[config.mk]
export PLATFORM = sky130hd
export DESIGN_NAME = kcc_datapath
export DESIGN_NICKNAME = d
export VERILOG_FILES = /design/src/kcc_pkg.sv /design/src/kcc_datapath.sv
export SDC_FILE = /design/constraint.sdc
export NUM_CORES = 1
export LEC_CHECK = 0
export BUFFER_PORTS_ARGS = -buffer_cell sky130_fd_sc_hd__buf_2
export CAP_MARGIN = 20
export CORE_ASPECT_RATIO = 1.2
export CORE_MARGIN = 8
export CORE_UTILIZATION = 40
export DETAILED_ROUTE_END_ITERATION = 16
export PLACE_DENSITY = 0.56
export SETUP_SLACK_MARGIN = 0.02
export SYNTH_ARGS = -nofsm -noshare
export SYNTH_HDL_FRONTEND = slang
export SYNTH_SLANG_ARGS = --single-unit
export TNS_END_PERCENT = 5
[constraint.sdc]
create_clock -name i_clk -period 10.7 [get_ports i_clk]
set_input_delay 1.07 -clock i_clk [delete_from_list [all_inputs] [get_ports i_clk]]
set_output_delay 1.07 -clock i_clk [all_outputs]
set_load 0.03 [all_outputs]
[src/kcc_pkg.sv]
`timescale 1ns / 1ps
// ----------------------------------------------------------------------------
// Keypad code checker package
// Shared operation codes, register indexes and controller/datapath structs.
// ----------------------------------------------------------------------------
package kcc_pkg;

    typedef enum logic [1:0] {
        OP_ADD_KEY       = 2'd0,
        OP_RESET         = 2'd1,
        OP_CHECK_SECRET  = 2'd2,
        OP_CHECK_STARTED = 2'd3
    } t_op;

    localparam int PREAMBLE_LEN = 3;

    localparam int CFG_ADDR_W = 3;
    localparam int CFG_DATA_W = 64;

    localparam logic [CFG_ADDR_W-1:0] CFG_SECRET_KEYS    = 3'd0;
    localparam logic [CFG_ADDR_W-1:0] CFG_SECRET_LENGTH  = 3'd1;
    localparam logic [CFG_ADDR_W-1:0] CFG_TIMEOUT_MS     = 3'd2;
    localparam logic [CFG_ADDR_W-1:0] CFG_STOP_KEY_CODE  = 3'd3;
    localparam logic [CFG_ADDR_W-1:0] CFG_EMPTY_KEY_CODE = 3'd4;

    localparam logic [31:0] TIMEOUT_RESET = 32'd10000;
    localparam logic [3:0]  STOP_RESET    = 4'd1;

    typedef enum logic [1:0] {
        ANS_ZERO,
        ANS_FOUND,
        ANS_SECRET
    } t_ans_sel;

    typedef struct packed {
        logic     capture;
        logic     decide;
        logic     scan_start;
        logic     issue;
        logic     cmp_start;
        logic     load_out;
        t_ans_sel ans_sel;
    } t_cmd;

    typedef struct packed {
        t_op        op;
        logic       expired;
        logic       too_long;
        logic       found;
        logic [3:0] secret_length;
        logic       out_free;
    } t_stat;

endpackage

[src/kcc_datapath.sv]
`timescale 1ns / 1ps
// ----------------------------------------------------------------------------
// Keypad code checker datapath
// Configuration, key buffer memory, timeout test, scan and compare logic.
// ----------------------------------------------------------------------------
module kcc_datapath
    import kcc_pkg::*;
#(
    parameter int KEY_BUFFER_DEPTH = 16,
    parameter int KEY_BITS         = 4
) (
    input  logic                  i_clk,
    input  logic                  i_rst_n,
    input  t_cmd                  i_cmd,
    output t_stat                 o_stat,
    input  logic [1:0]            i_operation,
    input  logic [3:0]            i_key,
    input  logic [31:0]           i_now_ms,
    input  logic                  i_cfg_we,
    input  logic [CFG_ADDR_W-1:0] i_cfg_addr,
    input  logic [CFG_DATA_W-1:0] i_cfg_data,
    output logic                  o_out_valid,
    input  logic                  i_out_ready,
    output logic                  o_answer,
    output logic                  o_timed_out
);

    localparam int AW = $clog2(KEY_BUFFER_DEPTH);
    localparam int SW = ((AW > 4) ? AW : 4) + 1;
    localparam logic [AW-1:0] LAST_ADDR = AW'(KEY_BUFFER_DEPTH - 1);
    localparam logic [SW-1:0] DEPTH_W   = SW'(KEY_BUFFER_DEPTH);
    localparam logic [SW-1:0] PRE_W     = SW'(PREAMBLE_LEN);

    function automatic logic [AW-1:0] wrap_inc(input logic [AW-1:0] a);
        return (a == LAST_ADDR) ? '0 : a + AW'(1);
    endfunction

    logic [CFG_DATA_W-1:0] r_secret;
    logic [3:0]            r_len;
    logic [31:0]           r_timeout;
    logic [3:0]            r_stop;
    logic [3:0]            r_empty;

    t_op                   r_op;
    logic [KEY_BITS-1:0]   r_key;
    logic [31:0]           r_now;

    logic [KEY_BITS-1:0]   r_mem [KEY_BUFFER_DEPTH];
    logic [KEY_BUFFER_DEPTH-1:0] r_valid, n_valid;
    logic [KEY_BITS-1:0]   r_clear_code;
    logic [AW-1:0]         r_widx;
    logic [31:0]           r_last;

    logic [AW-1:0]         r_addr;
    logic                  r_mode;
    logic                  r_rd_pend;
    logic                  r_rd_mode;
    logic [AW-1:0]         r_rd_addr;
    logic [KEY_BITS-1:0]   r_rd_data;
    logic                  r_rd_vbit;
    logic [KEY_BITS-1:0]   r_rd_want;
    logic [CFG_DATA_W-1:0] r_secret_sh;
    logic [1:0]            r_run;
    logic                  r_found;
    logic [AW-1:0]         r_end;
    logic                  r_match;
    logic                  r_tmo;

    logic                  r_out_valid;
    logic                  r_answer;
    logic                  r_timed_out;

    logic [31:0]           w_elapsed;
    logic                  w_expired;
    logic                  w_clear;
    logic                  w_add;
    logic [AW-1:0]         w_wr_addr;
    logic [KEY_BITS-1:0]   w_rd_key;
    logic                  w_stop_hit;
    logic [SW-1:0]         w_sum;
    logic [SW-1:0]         w_sum_wrap;
    logic                  w_idx_ok;
    logic                  w_too_long;

    assign w_elapsed = r_now - r_last;
    assign w_expired = (w_elapsed >= r_timeout);
    assign w_clear   = i_cmd.decide && ((r_op == OP_RESET) ||
                       (w_expired && ((r_op == OP_ADD_KEY) || (r_op == OP_CHECK_SECRET))));
    assign w_add     = i_cmd.decide && (r_op == OP_ADD_KEY);
    assign w_wr_addr = w_clear ? '0 : r_widx;

    assign w_rd_key   = r_rd_vbit ? r_rd_data : r_clear_code;
    assign w_stop_hit = (w_rd_key == r_stop[KEY_BITS-1:0]);

    assign w_sum      = SW'(r_end) + SW'(r_len);
    assign w_sum_wrap = (w_sum >= DEPTH_W) ? w_sum - DEPTH_W : w_sum;
    assign w_idx_ok   = (w_sum_wrap[AW-1:0] == r_widx);
    assign w_too_long = (SW'(r_len) + PRE_W) > DEPTH_W;

    always_comb begin
        n_valid = r_valid;
        if (w_clear) begin
            n_valid = '0;
        end
        if (w_add) begin
            n_valid[w_wr_addr] = 1'b1;
        end
    end

    always_comb begin
        o_stat.op            = r_op;
        o_stat.expired       = w_expired;
        o_stat.too_long      = w_too_long;
        o_stat.found         = r_found;
        o_stat.secret_length = r_len;
        o_stat.out_free      = !r_out_valid || i_out_ready;
    end

    assign o_out_valid = r_out_valid;
    assign o_answer    = r_answer;
    assign o_timed_out = r_timed_out;

    always_ff @(posedge i_clk) begin
        if (!i_rst_n) begin
            r_secret     <= '0;
            r_len        <= '0;
            r_timeout    <= TIMEOUT_RESET;
            r_stop       <= STOP_RESET;
            r_empty      <= '0;
            r_valid      <= '0;
            r_clear_code <= '0;
            r_widx       <= '0;
            r_last       <= '0;
            r_rd_pend    <= 1'b0;
            r_out_valid  <= 1'b0;
        end else begin
            if (i_cfg_we) begin
                case (i_cfg_addr)
                    CFG_SECRET_KEYS:    r_secret  <= i_cfg_data;
                    CFG_SECRET_LENGTH:  r_len     <= i_cfg_data[3:0];
                    CFG_TIMEOUT_MS:     r_timeout <= i_cfg_data[31:0];
                    CFG_STOP_KEY_CODE:  r_stop    <= i_cfg_data[3:0];
                    CFG_EMPTY_KEY_CODE: r_empty   <= i_cfg_data[3:0];
                    default: ;
                endcase
            end
            r_valid <= n_valid;
            if (w_clear) begin
                r_clear_code <= r_empty[KEY_BITS-1:0];
            end
            if (w_add) begin
                r_widx <= wrap_inc(w_wr_addr);
            end else if (w_clear) begin
                r_widx <= '0;
            end
            if (w_clear || w_add) begin
                r_last <= r_now;
            end
            r_rd_pend <= i_cmd.issue;
            if (i_cmd.load_out) begin
                r_out_valid <= 1'b1;
            end else if (i_out_ready) begin
                r_out_valid <= 1'b0;
            end
        end
    end

    always_ff @(posedge i_clk) begin
        if (i_cmd.capture) begin
            r_op  <= t_op'(i_operation);
            r_key <= i_key[KEY_BITS-1:0];
            r_now <= i_now_ms;
        end
        if (w_add) begin
            r_mem[w_wr_addr] <= r_key;
        end
        if (i_cmd.decide) begin
            r_tmo <= w_expired && ((r_op == OP_ADD_KEY) || (r_op == OP_CHECK_SECRET));
        end
        if (i_cmd.scan_start) begin
            r_addr  <= '0;
            r_mode  <= 1'b0;
            r_run   <= '0;
            r_found <= 1'b0;
        end
        if (i_cmd.cmp_start) begin
            r_addr      <= r_end;
            r_mode      <= 1'b1;
            r_secret_sh <= r_secret;
            r_match     <= 1'b1;
        end
        if (i_cmd.issue) begin
            r_rd_data   <= r_mem[r_addr];
            r_rd_vbit   <= r_valid[r_addr];
            r_rd_addr   <= r_addr;
            r_rd_mode   <= r_mode;
            r_rd_want   <= r_secret_sh[KEY_BITS-1:0];
            r_secret_sh <= r_secret_sh >> KEY_BITS;
            r_addr      <= wrap_inc(r_addr);
        end
        if (r_rd_pend) begin
            if (!r_rd_mode) begin
                if (w_stop_hit) begin
                    if (r_run == 2'd2) begin
                        r_found <= 1'b1;
                        r_end   <= wrap_inc(r_rd_addr);
                    end else begin
                        r_run <= r_run + 2'd1;
                    end
                end else begin
                    r_run <= '0;
                end
            end else if (w_rd_key != r_rd_want) begin
                r_match <= 1'b0;
            end
        end
        if (i_cmd.load_out) begin
            r_timed_out <= r_tmo;
            case (i_cmd.ans_sel)
                ANS_FOUND:  r_answer <= r_found;
                ANS_SECRET: r_answer <= r_match && w_idx_ok;
                default:    r_answer <= 1'b0;
            endcase
        end
    end

endmodule

# [Word level (Yosys, flattened, before mapping)]
# Memory sizes are Yosys's and may differ from the RTL's. A register that Yosys moved wholly into a read port is not among the register bits.
# Cells that the tools add are included.
[op_classes] add_sub_neg=8 n_lt_le_gt_ge=6 eq_ne=15 muxes=36 bitwise=2 reduce_logical=21
[op_table] operator="$mux W60" n=2
[op_table] operator="$mux W4" n=9
[op_table] operator="$ge A32 B32 Y1" n=1
[op_table] operator="$mux W16" n=2
[op_table] operator="$sub A32 B32 Y32" n=1
[op_table] operator="$or A16 B16 Y16" n=1
[op_table] operator="$mux W1" n=15
[op_table] operator="$add A4 B1 Y4 const B" n=3
[op_table] operator="$eq A4 B4 Y1 const B" n=3
[op_table] operator="$lt A4 B5 Y1 const B" n=2
[op_table] operator="$mux W2" n=5
[op_table] operator="$reduce_and A2 Y1" n=5
[op_table] operator="$eq A4 B4 Y1" n=2
[op_table] operator="$eq A2 B2 Y1 const B" n=3
[op_table] operator="$eq A3 B2 Y1 const B" n=2
[op_table] operator="$add A4 B2 Y5 const B" n=1
[op_table] operator="$add A4 B4 Y5" n=1
[op_table] operator="$ge A5 B5 Y1 const B" n=1
[op_table] operator="$gt A5 B5 Y1 const B" n=1
[op_table] operator="$logic_and A1 B1 Y1" n=5
[op_table] operator="$bmux W1 S4" n=1
[op_table] operator="$demux W1 S4" n=1
[op_table] operator="$eq A2 B1 Y1 const B" n=2
[op_table] operator="$ge A4 B1 Y1 const B" n=1
[op_table] operator="14 further kinds" n=18
[word_totals] regBits=294 ram_bits=64 inputBits=117 out_inout_bits=13 word_cells=118 n_memories=1
[memory_table] memory="r_mem" depth=16 width=4 rd=1 rd_clocked_by_memory_dff=1 wr=1 line="kcc_datapath.sv:48" rtl="logic [KEY_BITS-1:0] r_mem [KEY_BUFFER_DEPTH];"

# [Longest topological paths before layout]
[logic_depth] depth_word=12 mapped_depth=28

# [Least setup slack after synthesis]
# No wires, ideal clock.
[synth_timing] path_kind="reg-to-reg" startpoint="register r_now[0]" endpoint="memory r_mem[12][0], enable pin" setup_ps=329 arrival_ps=4735 t_required_ps=10371 setup_slack_ps=5636 stages_incl_launch_ff=25 path_buffers=1 synth_period_minus_slack_ps=5064 path_cell_list="edfxtp_1 > inv_1 > ha_1 > inv_1 > fa_1 > a21o_1 > a22o_1 > o31ai_4 > o31a_4 > o21ai_2 > a311o_2 > a21o_1 > a21oi_2 > xnor2_1 > ha_1 > nand4_1 > nor3_1 > nand4_1 > a2111oi_1 > o311a_1 > buf_2 > nand2b_1 > ha_1 > nand2_1 > nor2_1"
[synth_via] elab_chain_cells=6
[synth_rtl] item="start, declared" line="kcc_datapath.sv:46" rtl="logic [31:0] r_now;"
[synth_rtl] item="start signal, assigned" line="kcc_datapath.sv:172" rtl="r_now <= i_now_ms;"
[synth_rtl] item="$sub A32 B32 Y32" line="kcc_datapath.sv:85" rtl="assign w_elapsed = r_now - r_last;"
[synth_rtl] item="$ge A32 B32 Y1" line="kcc_datapath.sv:86" rtl="assign w_expired = (w_elapsed >= r_timeout);"
[synth_rtl] item="$logic_and A1 B1 Y1" line="kcc_datapath.sv:88" rtl="(w_expired && ((r_op == OP_ADD_KEY) || (r_op == OP_CHECK_SECRET))));"
[synth_rtl] item="$logic_or A1 B1 Y1" line="kcc_datapath.sv:87" rtl="assign w_clear = i_cmd.decide && ((r_op == OP_RESET) ||"
[synth_rtl] item="$logic_and A1 B1 Y1" line="kcc_datapath.sv:87"
[synth_rtl] item="$mux W4"
[synth_rtl] item="end, declared" line="kcc_datapath.sv:48"
# No other way between the ends.

==> out/results.ini <==
[clock_tree]
cts_resized=0
cts_num_sinks=362
cts_hold_buf=0
cts_max_path_buffers=3
cts_tree=done
post_cts_buffers=0
clk_pin_slew_ns=0.06
clk_latency_ns=0.54
root_buffer=clkbuf_16
ctsHtreeMaxLevel=2
numCtsBuffers=39

[logic_synthesis]
synthTopCellsByCount=nand2_1 (270), edfxtp_1 (187), dfxtp_1 (175)
synth.most_common_cell=nand2_1
synth_top_area_cell=edfxtp_1
ys_ff_latch=362
ys_seq_area_frac=0.5515
syn_avg_cell_area_um2=10.97
synth_nets=1700
synth_top_area_share=0.3396
synthCells=1507
ys_async_sr_fraction=0
synthTopCellsByArea=edfxtp_1 (34%), dfxtp_1 (21%), nand2_1 (6.1%)
synth_ff_type=edfxtp_1
ys_types=70
syn_area_um2=16530
ys_warn_count=0
synth_edf_count=187

[place]
place.gp.congestion=0.8263
hpwl_um=25640
portBuffers=129
dpl-instance-area_um2=17610

[min_path]
whs_path_depth=0
hold_start=r_secret_sh[0]$_DFFE_PP_
hold_end=r_rd_want[0]$_DFFE_PP_
hold_path_class=reg -> reg

[critical_path]
start_kind=flop
reg2reg_slack_ns=4.46
r2r_end=r_mem[1][2]$_DFFE_PP_
critical_path_class=reg -> out
reg2regPathDepth=23
worstPathRequired_ns=9.63
endpoint_kind=output port
r2r_start=r_now[0]$_DFFE_PP_
crit_fanout=3
cp_data_arrival_time_ns=5.45

[global_routing]
grt_max_degree=103
antenna_found_initial=1
first_global_vias=10970
grt_overflow=0
grt_use_total=0.1535
grt_pass1_wl_um=59990

[routing]
wire_per_inst_um=17.28
postRouteAntennaNets=0
via_per_inst=5.065
first_pass_iters=7
via_count=11040
first_iter_violations=531
route.detailed.drc=0
wl_um=37670

[power]
cellInternalPower_uw=2682
p_switching_uw=945.4
swShare=0.2606
cellLeakagePower_uw=0.007169
power.density_nw_per_um2=190.8
comb_power_share=0.159
p_seq_frac=0.437
max-vdd-ir-drop_v=0.0001065
clockPowerShare=0.403

[floorplanning]
boundaryPins=130
die_y_um=238.7
die_w_um=201.6
start_util=0.4058
num_rows=81
core-area_um2=40740
die-area_um2=48120

[timing]
drv_slew=0
period_share=0.6089
slew_headroom=0.3246
finalHoldViolCount=0
finClkSkew_ns=0.01312
setup_viol=0
worstMarginPinSlew_ns=1.013
fin_setup_tns_ns=0
fmax_mhz=153.5
rsz0062_at_grt=false
fin_crit_ns=6.516

[finish]
syn_to_final_growth_pct=15.00
final_area_um2=19010
post-route-util=0.4667
fin_nets=1803
antenna_cells=0
drive_gt1_frac=0.1822
fill_cells=3847

[run_status]
status=finished clean

[flow_run]
cap_violations=0

==> logic make-up (layout without fill, tap and decap cells) <==
family	Yosys count	count (layout)	synth area share
buffers and inverters	157	291	0.03761
and+or+nand+nor	446	446	0.1171
muxes	110	110	0.07901
xor gates and xnor gates	49	49	0.02596
adders and majority gates	76	76	0.05842
DFF	362	362	0.5515
AOI/OAI and AO/OA	307	307	0.1304
==> metal layers <==
layer	vias to the layer above	GRT usage	wire length [µm]	part of all wire
met5	-	0	0	0
met4	0	0.04742	883	0.023
met3	60	0.03050	1648	0.044
met2	198	0.2652	18500	0.49
met1	5272	0.1913	16640	0.44
li1	5511	-	-	-
==> stage by stage <==
step,total power [µW],hold WS [ns],std cells,setup slack (ns)
after detailed placement,2201,0.4045,2108,4.448
after CTS,3683,0.4205,2180,4.092
after global placement,2192,0.4035,2108,4.669
final,3628,0.4196,2180,4.184
after global routing,3807,0.4342,2180,3.749
after floorplan,2041,0.4003,1507,5.636
==> critical path, stage by stage, from the launching register on <==
cell	delay, ns
edfxtp_1	0.39
inv_1	0.07
ha_1	0.13
inv_1	0.06
fa_1	0.40
a21o_1	0.19
a22o_1	0.22
o31ai_4	0.26
o31a_4	0.18
o21ai_2	0.06
a311o_2	0.41
a21o_1	0.20
a21oi_2	0.14
xnor2_1	0.07
ha_1	0.28
nand4_1	0.13
nor3_1	0.28
nand4_1	0.14
a2111oi_1	0.72
nor2_1	0.22
inv_2	0.14
buf_2	0.21
==> state kept, by name, summed over array words and instances (netlist names), 16 cells and up <==
register,flops
r_secret_sh,64
r_timeout,32
r_valid,16
r_now,32
r_secret,64
r_mem,64
r_last,32
==> how the worst max path moves through the flow <==
stage                                   endpoint               start  depth (start not counted)
after floorplan           r_mem[12][0]$_DFFE_PP_  r_now[0]$_DFFE_PP_                         24
after CTS                              o_stat[7]  r_now[0]$_DFFE_PP_                         21
after global routing                   o_stat[7]  r_now[0]$_DFFE_PP_                         21
after detailed placement   r_mem[0][1]$_DFFE_PP_  r_now[0]$_DFFE_PP_                         23
after global placement    r_mem[15][0]$_DFFE_PP_  r_now[0]$_DFFE_PP_                         24
final                                  o_stat[7]  r_now[0]$_DFFE_PP_                         21
==> final cells by class <==
| cell class | count | area [µm²] | area share |
|---|---|---|---|
| sequential | 362 | 9119 | 0.4796 |
| multi-input combinational | 988 | 6799 | 0.3576 |
| clock buffer | 49 | 1086 | 0.05712 |
| timing repair buffer | 137 | 710.7 | 0.03738 |
| tap | 539 | 674.4 | 0.03547 |
| clock inverter | 23 | 316.6 | 0.01665 |
| inverter | 82 | 307.8 | 0.01619 |
==> power by group through the flow <==
stage,clock [µW],sequential (µW),combinational (µW)
floorplan,0,1600,443
global placement,0,1620,576
detailed placement,0,1620,585
CTS,1510,1590,588
global route,1560,1600,654
finish,1460,1590,578
==> cells in the final DEF, fill, tap and decap left out, drive strengths merged, types with 50 or more instances in the layout <==
master	instances
dfxtp	175
a21boi	93
mux2	64
inv	84
edfxtp	187
buf	137
a21oi	50
nor2	54
ha	74
o21ai	72
nand2	270
(Power assumes the default switching activity.)
